### src/rtl/core/cpu_load_moving_average_unit_assert.svh
// assertion macros for the cpu load moving average unit
// the using module provides i_clk and i_rst_n
`ifndef CPU_LOAD_MOVING_AVERAGE_UNIT_ASSERT_SVH
`define CPU_LOAD_MOVING_AVERAGE_UNIT_ASSERT_SVH

`ifndef SYNTHESIS

// same-cycle implication
`define CLMA_ASSERT(lbl, ante, cons, msg) \
    lbl: assert property (@(posedge i_clk) disable iff (!i_rst_n) (ante) |-> (cons)) \
        else $error(msg);

// next-cycle implication
`define CLMA_ASSERT_NEXT(lbl, ante, cons, msg) \
    lbl: assert property (@(posedge i_clk) disable iff (!i_rst_n) (ante) |=> (cons)) \
        else $error(msg);

`else

`define CLMA_ASSERT(lbl, ante, cons, msg)
`define CLMA_ASSERT_NEXT(lbl, ante, cons, msg)

`endif

`endif

### src/rtl/core/clma_pkg.sv
package clma_pkg;

    // window and field widths
    localparam int WINDOW  = 8;
    localparam int TICK_W  = 32;
    localparam int PCT_W   = 7;
    localparam int PCT_MAX = 100;

    // divider sizing: quotient bits, shifted divisor and dividend
    localparam int QUO_W  = PCT_W;
    localparam int STEP_W = $clog2(QUO_W + 1);
    localparam int MULT_W = TICK_W + QUO_W;

    // ring bookkeeping
    localparam int PTR_W  = (WINDOW > 1) ? $clog2(WINDOW) : 1;
    localparam int FILL_W = $clog2(WINDOW + 1);
    localparam int SUM_W  = $clog2(WINDOW * PCT_MAX + 1);

    // input word
    typedef struct packed {
        logic [TICK_W-1:0] user_ticks;
        logic [TICK_W-1:0] system_ticks;
        logic [TICK_W-1:0] nice_ticks;
        logic [TICK_W-1:0] idle_ticks;
    } t_in_word;

    // output word
    typedef struct packed {
        logic [PCT_W-1:0] load_percent;
        logic             window_ready;
    } t_out_word;

    // sequencer states
    typedef enum logic [2:0] {
        S_IDLE,
        S_DIFF,
        S_MUL,
        S_DIV,
        S_UPD
    } t_state;

    // controller to datapath
    typedef struct packed {
        logic load_in;
        logic diff;
        logic mul;
        logic div_step;
        logic div_first;
        logic update;
    } t_cmd;

    // datapath to controller
    typedef struct packed {
        logic div_ge;
        logic den_zero;
    } t_status;

endpackage

### src/rtl/core/clma_ctrl.sv
module clma_ctrl (
    input  logic             i_clk,
    input  logic             i_rst_n,
    input  logic             i_in_valid,
    output logic             o_in_stall,
    output logic             o_out_valid,
    input  logic             i_out_stall,
    input  clma_pkg::t_status i_status,
    output clma_pkg::t_cmd    o_cmd
);
    import clma_pkg::*;

    t_state              r_state;
    t_state              n_state;
    logic [STEP_W-1:0]   r_step;
    logic [STEP_W-1:0]   n_step;
    logic                r_out_valid;
    logic                n_out_valid;
    logic                w_out_free;
    logic                w_first;
    logic                w_div_done;

    // output register can take a new word
    assign w_out_free = !r_out_valid || !i_out_stall;

    // divide finishes early on zero divisor or saturation, else after last bit
    assign w_first    = (r_step == STEP_W'(QUO_W));
    assign w_div_done = w_first ? (i_status.den_zero || i_status.div_ge) : (r_step == '0);

    // next state
    always_comb begin
        n_state = r_state;
        unique case (r_state)
            S_IDLE: begin
                if (i_in_valid) begin
                    n_state = S_DIFF;
                end
            end
            S_DIFF: n_state = S_MUL;
            S_MUL:  n_state = S_DIV;
            S_DIV: begin
                if (w_div_done) begin
                    n_state = S_UPD;
                end
            end
            S_UPD: begin
                if (w_out_free) begin
                    n_state = S_IDLE;
                end
            end
            default: n_state = S_IDLE;
        endcase
    end

    // outputs and step counter
    always_comb begin
        o_cmd       = '0;
        n_step      = r_step;
        n_out_valid = r_out_valid && i_out_stall;
        o_in_stall  = (r_state != S_IDLE);
        unique case (r_state)
            S_IDLE: o_cmd.load_in = i_in_valid;
            S_DIFF: o_cmd.diff = 1'b1;
            S_MUL: begin
                o_cmd.mul = 1'b1;
                n_step    = STEP_W'(QUO_W);
            end
            S_DIV: begin
                o_cmd.div_step  = 1'b1;
                o_cmd.div_first = w_first;
                n_step          = r_step - 1'b1;
            end
            S_UPD: begin
                o_cmd.update = w_out_free;
                if (w_out_free) begin
                    n_out_valid = 1'b1;
                end
            end
            default: o_cmd = '0;
        endcase
    end

    // state registers
    always_ff @(posedge i_clk) begin
        if (!i_rst_n) begin
            r_state     <= S_IDLE;
            r_step      <= '0;
            r_out_valid <= 1'b0;
        end else begin
            r_state     <= n_state;
            r_step      <= n_step;
            r_out_valid <= n_out_valid;
        end
    end

    assign o_out_valid = r_out_valid;

endmodule

### src/rtl/core/clma_datapath.sv
module clma_datapath (
    input  logic                i_clk,
    input  logic                i_rst_n,
    input  clma_pkg::t_in_word  i_in_word,
    input  clma_pkg::t_cmd      i_cmd,
    output clma_pkg::t_status   o_status,
    output clma_pkg::t_out_word o_out_word
);
    import clma_pkg::*;

    // working registers
    logic [TICK_W-1:0] r_busy;
    logic [TICK_W-1:0] r_idle;
    logic [TICK_W-1:0] r_dbusy;
    logic [TICK_W-1:0] r_didle;
    logic [MULT_W-1:0] r_num;
    logic [MULT_W-1:0] r_dsh;
    logic [QUO_W-1:0]  r_quo;
    logic              r_sat;
    t_out_word         r_out;

    // state kept between words
    logic [TICK_W-1:0] r_prev_busy;
    logic [TICK_W-1:0] r_prev_idle;
    logic [PCT_W-1:0]  r_ring [WINDOW];
    logic [PTR_W-1:0]  r_ptr;
    logic [FILL_W-1:0] r_fill;
    logic [SUM_W-1:0]  r_sum;

    logic              w_ge;
    logic [PCT_W-1:0]  w_dbusy_sat;
    logic [PCT_W-1:0]  w_sample;
    logic [SUM_W-1:0]  n_sum;
    logic [FILL_W-1:0] n_fill;
    logic [PTR_W-1:0]  n_ptr;
    logic              w_ready;

    // divide compare and status
    assign w_ge              = (r_num >= r_dsh);
    assign o_status.div_ge   = w_ge;
    assign o_status.den_zero = (r_dsh == '0);

    // zero total delta: busy delta clipped
    assign w_dbusy_sat = (r_dbusy > TICK_W'(PCT_MAX)) ? PCT_W'(PCT_MAX) : r_dbusy[PCT_W-1:0];

    // clipped sample
    assign w_sample = (r_sat || (r_quo > QUO_W'(PCT_MAX))) ? PCT_W'(PCT_MAX) : r_quo;

    // ring update values
    assign n_sum   = r_sum - SUM_W'(r_ring[r_ptr]) + SUM_W'(w_sample);
    assign n_fill  = (r_fill == FILL_W'(WINDOW)) ? r_fill : r_fill + 1'b1;
    assign n_ptr   = (r_ptr == PTR_W'(WINDOW - 1)) ? '0 : r_ptr + 1'b1;
    assign w_ready = (n_fill == FILL_W'(WINDOW));

    // arithmetic pipeline and divider
    always_ff @(posedge i_clk) begin
        if (i_cmd.load_in) begin
            r_busy <= i_in_word.user_ticks + i_in_word.system_ticks + i_in_word.nice_ticks;
            r_idle <= i_in_word.idle_ticks;
        end
        if (i_cmd.diff) begin
            r_dbusy <= r_busy - r_prev_busy;
            r_didle <= r_idle - r_prev_idle;
        end
        if (i_cmd.mul) begin
            r_num <= MULT_W'(r_dbusy) * MULT_W'(PCT_MAX);
            r_dsh <= {r_dbusy + r_didle, QUO_W'(0)};
            r_sat <= 1'b0;
        end
        if (i_cmd.div_step) begin
            r_dsh <= r_dsh >> 1;
            if (i_cmd.div_first) begin
                if (o_status.den_zero) begin
                    r_quo <= w_dbusy_sat;
                end else if (w_ge) begin
                    r_sat <= 1'b1;
                end
            end else begin
                if (w_ge) begin
                    r_num <= r_num - r_dsh;
                end
                r_quo <= {r_quo[QUO_W-2:0], w_ge};
            end
        end
        if (i_cmd.update) begin
            r_out.window_ready <= w_ready;
            r_out.load_percent <= w_ready ? PCT_W'(n_sum / WINDOW) : '0;
        end
    end

    // history, ring and running sum
    always_ff @(posedge i_clk) begin
        if (!i_rst_n) begin
            r_prev_busy <= '0;
            r_prev_idle <= '0;
            r_ptr       <= '0;
            r_fill      <= '0;
            r_sum       <= '0;
            for (int i = 0; i < WINDOW; i++) begin
                r_ring[i] <= '0;
            end
        end else begin
            if (i_cmd.diff) begin
                r_prev_busy <= r_busy;
                r_prev_idle <= r_idle;
            end
            if (i_cmd.update) begin
                r_ring[r_ptr] <= w_sample;
                r_sum         <= n_sum;
                r_ptr         <= n_ptr;
                r_fill        <= n_fill;
            end
        end
    end

    assign o_out_word = r_out;

endmodule

### src/rtl/core/cpu_load_moving_average_unit.sv
// channel | direction | handshake                | word
// --------+-----------+--------------------------+-----------------------------
// in      | input     | i_in_valid / o_in_stall  | i_in_word  (four tick counts)
// out     | output    | o_out_valid / i_out_stall| o_out_word (load, ready flag)
//
// one word at a time: after acceptance, delta and multiply steps, then the
// restoring divider works bit-serially and stops at its first step on a zero
// divisor or saturation, then the update step writes ring and result
// synchronous active-low reset clears history, ring, fill count and running sum
// a stalled result waits in the output register; the next word is accepted meanwhile
// and held at the update step until the output register frees up

`include "cpu_load_moving_average_unit_assert.svh"

module cpu_load_moving_average_unit (
    input  logic                i_clk,
    input  logic                i_rst_n,
    input  logic                i_in_valid,
    output logic                o_in_stall,
    input  clma_pkg::t_in_word  i_in_word,
    output logic                o_out_valid,
    input  logic                i_out_stall,
    output clma_pkg::t_out_word o_out_word
);
    import clma_pkg::*;

    t_cmd    w_cmd;
    t_status w_status;
    logic    w_in_accept;
    logic    w_pct_ok;

    // sequencer
    clma_ctrl u_ctrl (
        .i_clk       (i_clk),
        .i_rst_n     (i_rst_n),
        .i_in_valid  (i_in_valid),
        .o_in_stall  (o_in_stall),
        .o_out_valid (o_out_valid),
        .i_out_stall (i_out_stall),
        .i_status    (w_status),
        .o_cmd       (w_cmd)
    );

    // arithmetic and ring
    clma_datapath u_datapath (
        .i_clk      (i_clk),
        .i_rst_n    (i_rst_n),
        .i_in_word  (i_in_word),
        .i_cmd      (w_cmd),
        .o_status   (w_status),
        .o_out_word (o_out_word)
    );

    // terms for the checks
    assign w_in_accept = i_in_valid && !o_in_stall;
    assign w_pct_ok    = (o_out_word.load_percent <= PCT_W'(PCT_MAX)) &&
                         (o_out_word.window_ready || (o_out_word.load_percent == '0));

    // checks
    `CLMA_ASSERT_NEXT(a_busy_after_accept, w_in_accept, o_in_stall, "no busy after accept")
    `CLMA_ASSERT(a_out_from_update, $rose(o_out_valid), $past(w_cmd.update), "valid w/o update")
    `CLMA_ASSERT(a_pct_range, o_out_valid, w_pct_ok, "load out of range or early nonzero")

endmodule

### config.mk
export PLATFORM = sky130hd
export DESIGN_NAME = cpu_load_moving_average_unit
export DESIGN_NICKNAME = d
export VERILOG_FILES = /design/src/rtl/core/clma_pkg.sv /design/src/rtl/core/clma_ctrl.sv /design/src/rtl/core/clma_datapath.sv /design/src/rtl/core/cpu_load_moving_average_unit.sv
export VERILOG_INCLUDE_DIRS = /design/src /design/src/rtl/core
export SDC_FILE = /design/constraint.sdc
export NUM_CORES = 1
export LEC_CHECK = 0
export ABC_AREA = 1
export BUFFER_PORTS_ARGS = -buffer_cell sky130_fd_sc_hd__clkbuf_2
export CAP_MARGIN = 30
export CORE_MARGIN = 10
export CORE_UTILIZATION = 49
export CTS_CLUSTER_SIZE = 8
export DETAILED_ROUTE_END_ITERATION = 12
export PLACE_DENSITY = 0.69
export SETUP_SLACK_MARGIN = 0.5
export SLEW_MARGIN = 20
export SYNTH_ARGS = -nofsm -noshare
export SYNTH_HDL_FRONTEND = slang
export SYNTH_SLANG_ARGS = --single-unit
export TNS_END_PERCENT = 100
### constraint.sdc
create_clock -name i_clk -period 4.8 [get_ports i_clk]
set_input_delay 0.96 -clock i_clk [delete_from_list [all_inputs] [get_ports i_clk]]
set_output_delay 0.96 -clock i_clk [all_outputs]
set_load 0.02 [all_outputs]
==> metrics.csv <==
stage,metric,value,unit
clocking,clock buffer depth,3,
global_route,pin count of the biggest net entering global routing,92,
die,Die Y-Extent,265,um
yosys,YS warnings,0,
route,vias,26200,
finish,non-filler cells in the finished layout,4866,
die,IO Count,142,
finish,Final nets,4554,
yosys,Mapped Area,0.0295,mm^2
sta,Post-Route Setup TNS,0,ns
die,Initial Utilization,0.497,
clocking,Clock Pin Slew Worst Setup and Hold Paths,0.06,ns
global_route,total track usage,0.225,
yosys,top-area cell type share of the netlist area,0.241,
route,Routed wire per std cell,16.8,um
yosys,sequential-to-total area share from yosys stat,0.331,
sta,Pins Over Slew Limit,0,
clocking,post-CTS setup buffer count,0,
clocking,worst-skew pair later-pin latency,0.61,ns
power,LEAKAGE,0.0154,uW
yosys,Post-synth EDFFs,237,
sta,max_slew headroom,0.396,
sta,Final period util,0.806,
place,pre-CTS WS,1.01,ns
yosys,number of distinct library cells after synthesis,52,
sta,"Worst Setup Slack, final",0.930,ns
worst_setup_path,Reg2Reg Depth,16,
worst_setup_path,CP required,5.30,ns
worst_setup_path,CP Launch Type,register,
worst_setup_path,Critical R2R Launch,u_datapath.r_quo[1],
run,count of max-cap constraint violations,0,
global_route,first-pass GRT wire length,129000,um
worst_setup_path,critical path arrival,4.37,ns
finish,share of post-route cells with drive strength above 1,0.0706,
sta,endpoints failing setup,0,
place,# placed instances,4768,
route,number of antenna-violating nets in the routed design,0,
finish,area added between synthesis and finish,10.8,%
yosys,Syn Nets,4400,
sta,RSZ-0062 raised after global routing,false,
route,number of remaining DRC errors,0,
clocking,htree depth,2,
clocking,Hold Buf Count CTS,0,
yosys,"flops & latches, synth",369,
worst_setup_path,crit-path max FO,9,
worst_setup_path,"Worst Path Class, Setup",reg2reg,
global_route,vias in the first global route,24900,
power,PD cells,732,mW/mm^2
sta,maximum clock frequency,258,MHz
clocking,CTS sink cnt,369,
global_route,total congestion overflow,0,
power,VDD IR max,0.465,mV
yosys,fraction of registers with async set/reset,0,
yosys,ys flop type,edfxtp_1,
place,routability cong.,0.984,
worst_setup_path,Worst Setup EP,u_datapath.r_sum[9],
global_route,initial antenna violation count,1,
yosys,Post-Synthesis Cells,3897,
worst_setup_path,R2R Setup Slk,0.93,ns
route,DRT Pass-1 Iters,6,
yosys,mean cell area of the mapped netlist,7.56,um^2
route,routed vias/inst,5.38,
die,die area,0.0704,mm^2
worst_setup_path,r2r endpoint,u_datapath.r_sum[9],
route,WL final,81800,um
die,Die W,265,um
die,CORE AREA,0.0592,mm^2
yosys,top post-synthesis cells by area,"edfxtp_1, ha_1, nand2_1",
worst_setup_path,CP Capture Type,register,
clocking,root buffer cell,clkbuf_16,
worst_hold_path,min-delay worst type,reg2reg,
sta,Final min period,3.87,ns
clocking,CTS tree,yes,
clocking,post-CTS sizing,0,
sta,Final Hold Fails,0,
place,DP HPWL,66900,um
place,number of port buffers,141,
sta,slew at the pin closest to its max-slew limit,0.905,ns
yosys,largest area contributor in the netlist,edfxtp_1,
sta,Clock Skew,0.0353,ns
route,DRT iter0 DRCs,1800,
die,# rows,89,
clocking,cts bufs inserted,53,
worst_setup_path,launch point of the critical path,u_datapath.r_quo[1],
power,total chip power,23900,uW
outcome,status,finished clean,
-- worst min-delay path by stage --
stage                                  to  slack [ns]                        from  cells after the start
3_3_place_gp    u_datapath.r_prev_idle[4]        0.45   u_datapath.r_prev_idle[4]                      2
6_report       u_datapath.r_prev_idle[13]        0.46  u_datapath.r_prev_idle[13]                      2
4_1_cts        u_datapath.r_prev_idle[13]        0.46  u_datapath.r_prev_idle[13]                      2
5_1_grt        u_datapath.r_prev_idle[30]        0.48  u_datapath.r_prev_idle[30]                      2
2_1_floorplan  u_datapath.r_prev_busy[10]        0.44  u_datapath.r_prev_busy[10]                      2
3_5_place_dp    u_datapath.r_prev_idle[3]        0.45   u_datapath.r_prev_idle[3]                      2
-- layout make-up --
cell class | instances | area, um^2
fillers | 5735 | 26600
multi-input cells | 2825 | 17000
flip-flops and latches | 369 | 9760
inverters | 646 | 2430
clock buffers | 90 | 1500
well taps | 773 | 967
repair buffers | 156 | 831
clock inverters | 5 | 126
diodes | 2 | 5.00
-- metal layers --
metal  GRT usage  wire length, um  vias to the layer above
met5           0                0                        -
met4      0.0789             2710                        0
met3      0.0305             4560                      143
met2       0.373            37800                      721
met1       0.297            36800                    12100
li1            -                -                    13200
-- critical path: stages, from the launching register on --
cell	delay, ns
edfxtp_1	0.42
o21ai_0	0.17
nand3_1	0.09
a21oi_1	0.33
inv_1	0.13
nor2_1	0.66
inv_1	0.15
fa_1	0.46
ha_1	0.34
nand2_1	0.08
nor3_1	0.22
nand3_1	0.14
nand4_1	0.14
xor2_1	0.20
nand2_1	0.07
o211ai_1	0.10
inv_1	0.05
-- where the power goes --
part	internal [uW]	leakage, uW	total, uW	switching (uW)
registers	4480	0.00335	5020	538
logic	5160	0.0113	15300	10100
clock network	2210	0.000770	3620	1400
total	11900	0.0154	23900	12100
-- stage by stage --
step | instance area, um^2 | hold slack (ns) | util
2_1_floorplan | 29500 | 0.435 | -
3_3_place_gp | 31000 | 0.447 | 0.523
3_5_place_dp | 31000 | 0.453 | 0.523
4_1_cts | 32600 | 0.461 | 0.551
5_1_grt | 32700 | 0.479 | 0.551
6_report | 32700 | 0.457 | 0.551
-- cells in the mapped netlist, drive strengths merged (36+ instances only) --
cell type and count:
nor2 401, edfxtp 237, o21bai 36, nand4 46, dfxtp 132, clkbuf 48
nand2 823, inv 644, nor3 56, xor2 80, fa 70, nand3 176
a21oi 334, xnor2 52, o21ai 307, ha 301
-- cells in the final DEF (no fill, tap or decap), types with 13 or more instances in the layout --
cell type,instances
nand2_1,819
inv_1,629
nor2_1,385
a21oi_1,334
ha_1,301
o21ai_0,278
edfxtp_1,237
nand3_1,169
clkbuf_2,141
dfxtp_1,132
xor2_1,80
fa_1,70
clkbuf_16,54
nor3_1,53
xnor2_1,52
nand4_1,46
o21bai_1,36
clkbuf_1,35
a21o_1,26
o21ai_1,25
nand3b_1,21
or2_2,18
a31oi_1,16
buf_4,14
inv_2,13
nor2_2,13
-- cell families after synthesis --
| kind of cell | Yosys count | share of synthesized area |
|---|---|---|
| AO/OA/AOI/OAI | 768 | 0.142 |
| XOR/XNOR | 132 | 0.0392 |
| adder cells (fa/ha/maj) | 371 | 0.175 |
| buffers and inverters | 703 | 0.0911 |
| flip-flops | 369 | 0.331 |
| multiplexers | 1 | 0.000340 |
| AND/OR/NAND/NOR | 1553 | 0.221 |
-- sequential cells by signal, summed over array words and instances, names as in the netlist, named ones only --
| name | count |
|---|---|
| u_ctrl.r_state | 3 |
| u_datapath.r_ring | 56 |
| u_datapath.r_fill | 4 |
| u_datapath.r_sat | 1 |
| u_ctrl.r_step | 3 |
| u_datapath.r_prev_busy | 32 |
| u_datapath.r_didle | 32 |
| u_datapath.r_dbusy | 32 |
| u_datapath.r_idle | 32 |
| u_datapath.r_dsh | 39 |
| u_datapath.r_ptr | 3 |
| u_datapath.r_prev_idle | 32 |
| u_datapath.r_num | 39 |
| u_ctrl.o_out_valid | 1 |
| u_datapath.r_busy | 32 |
| u_datapath.r_quo | 7 |
| u_datapath.o_out_word | 8 |
| u_datapath.r_sum | 10 |
(Power assumes the default switching activity.)
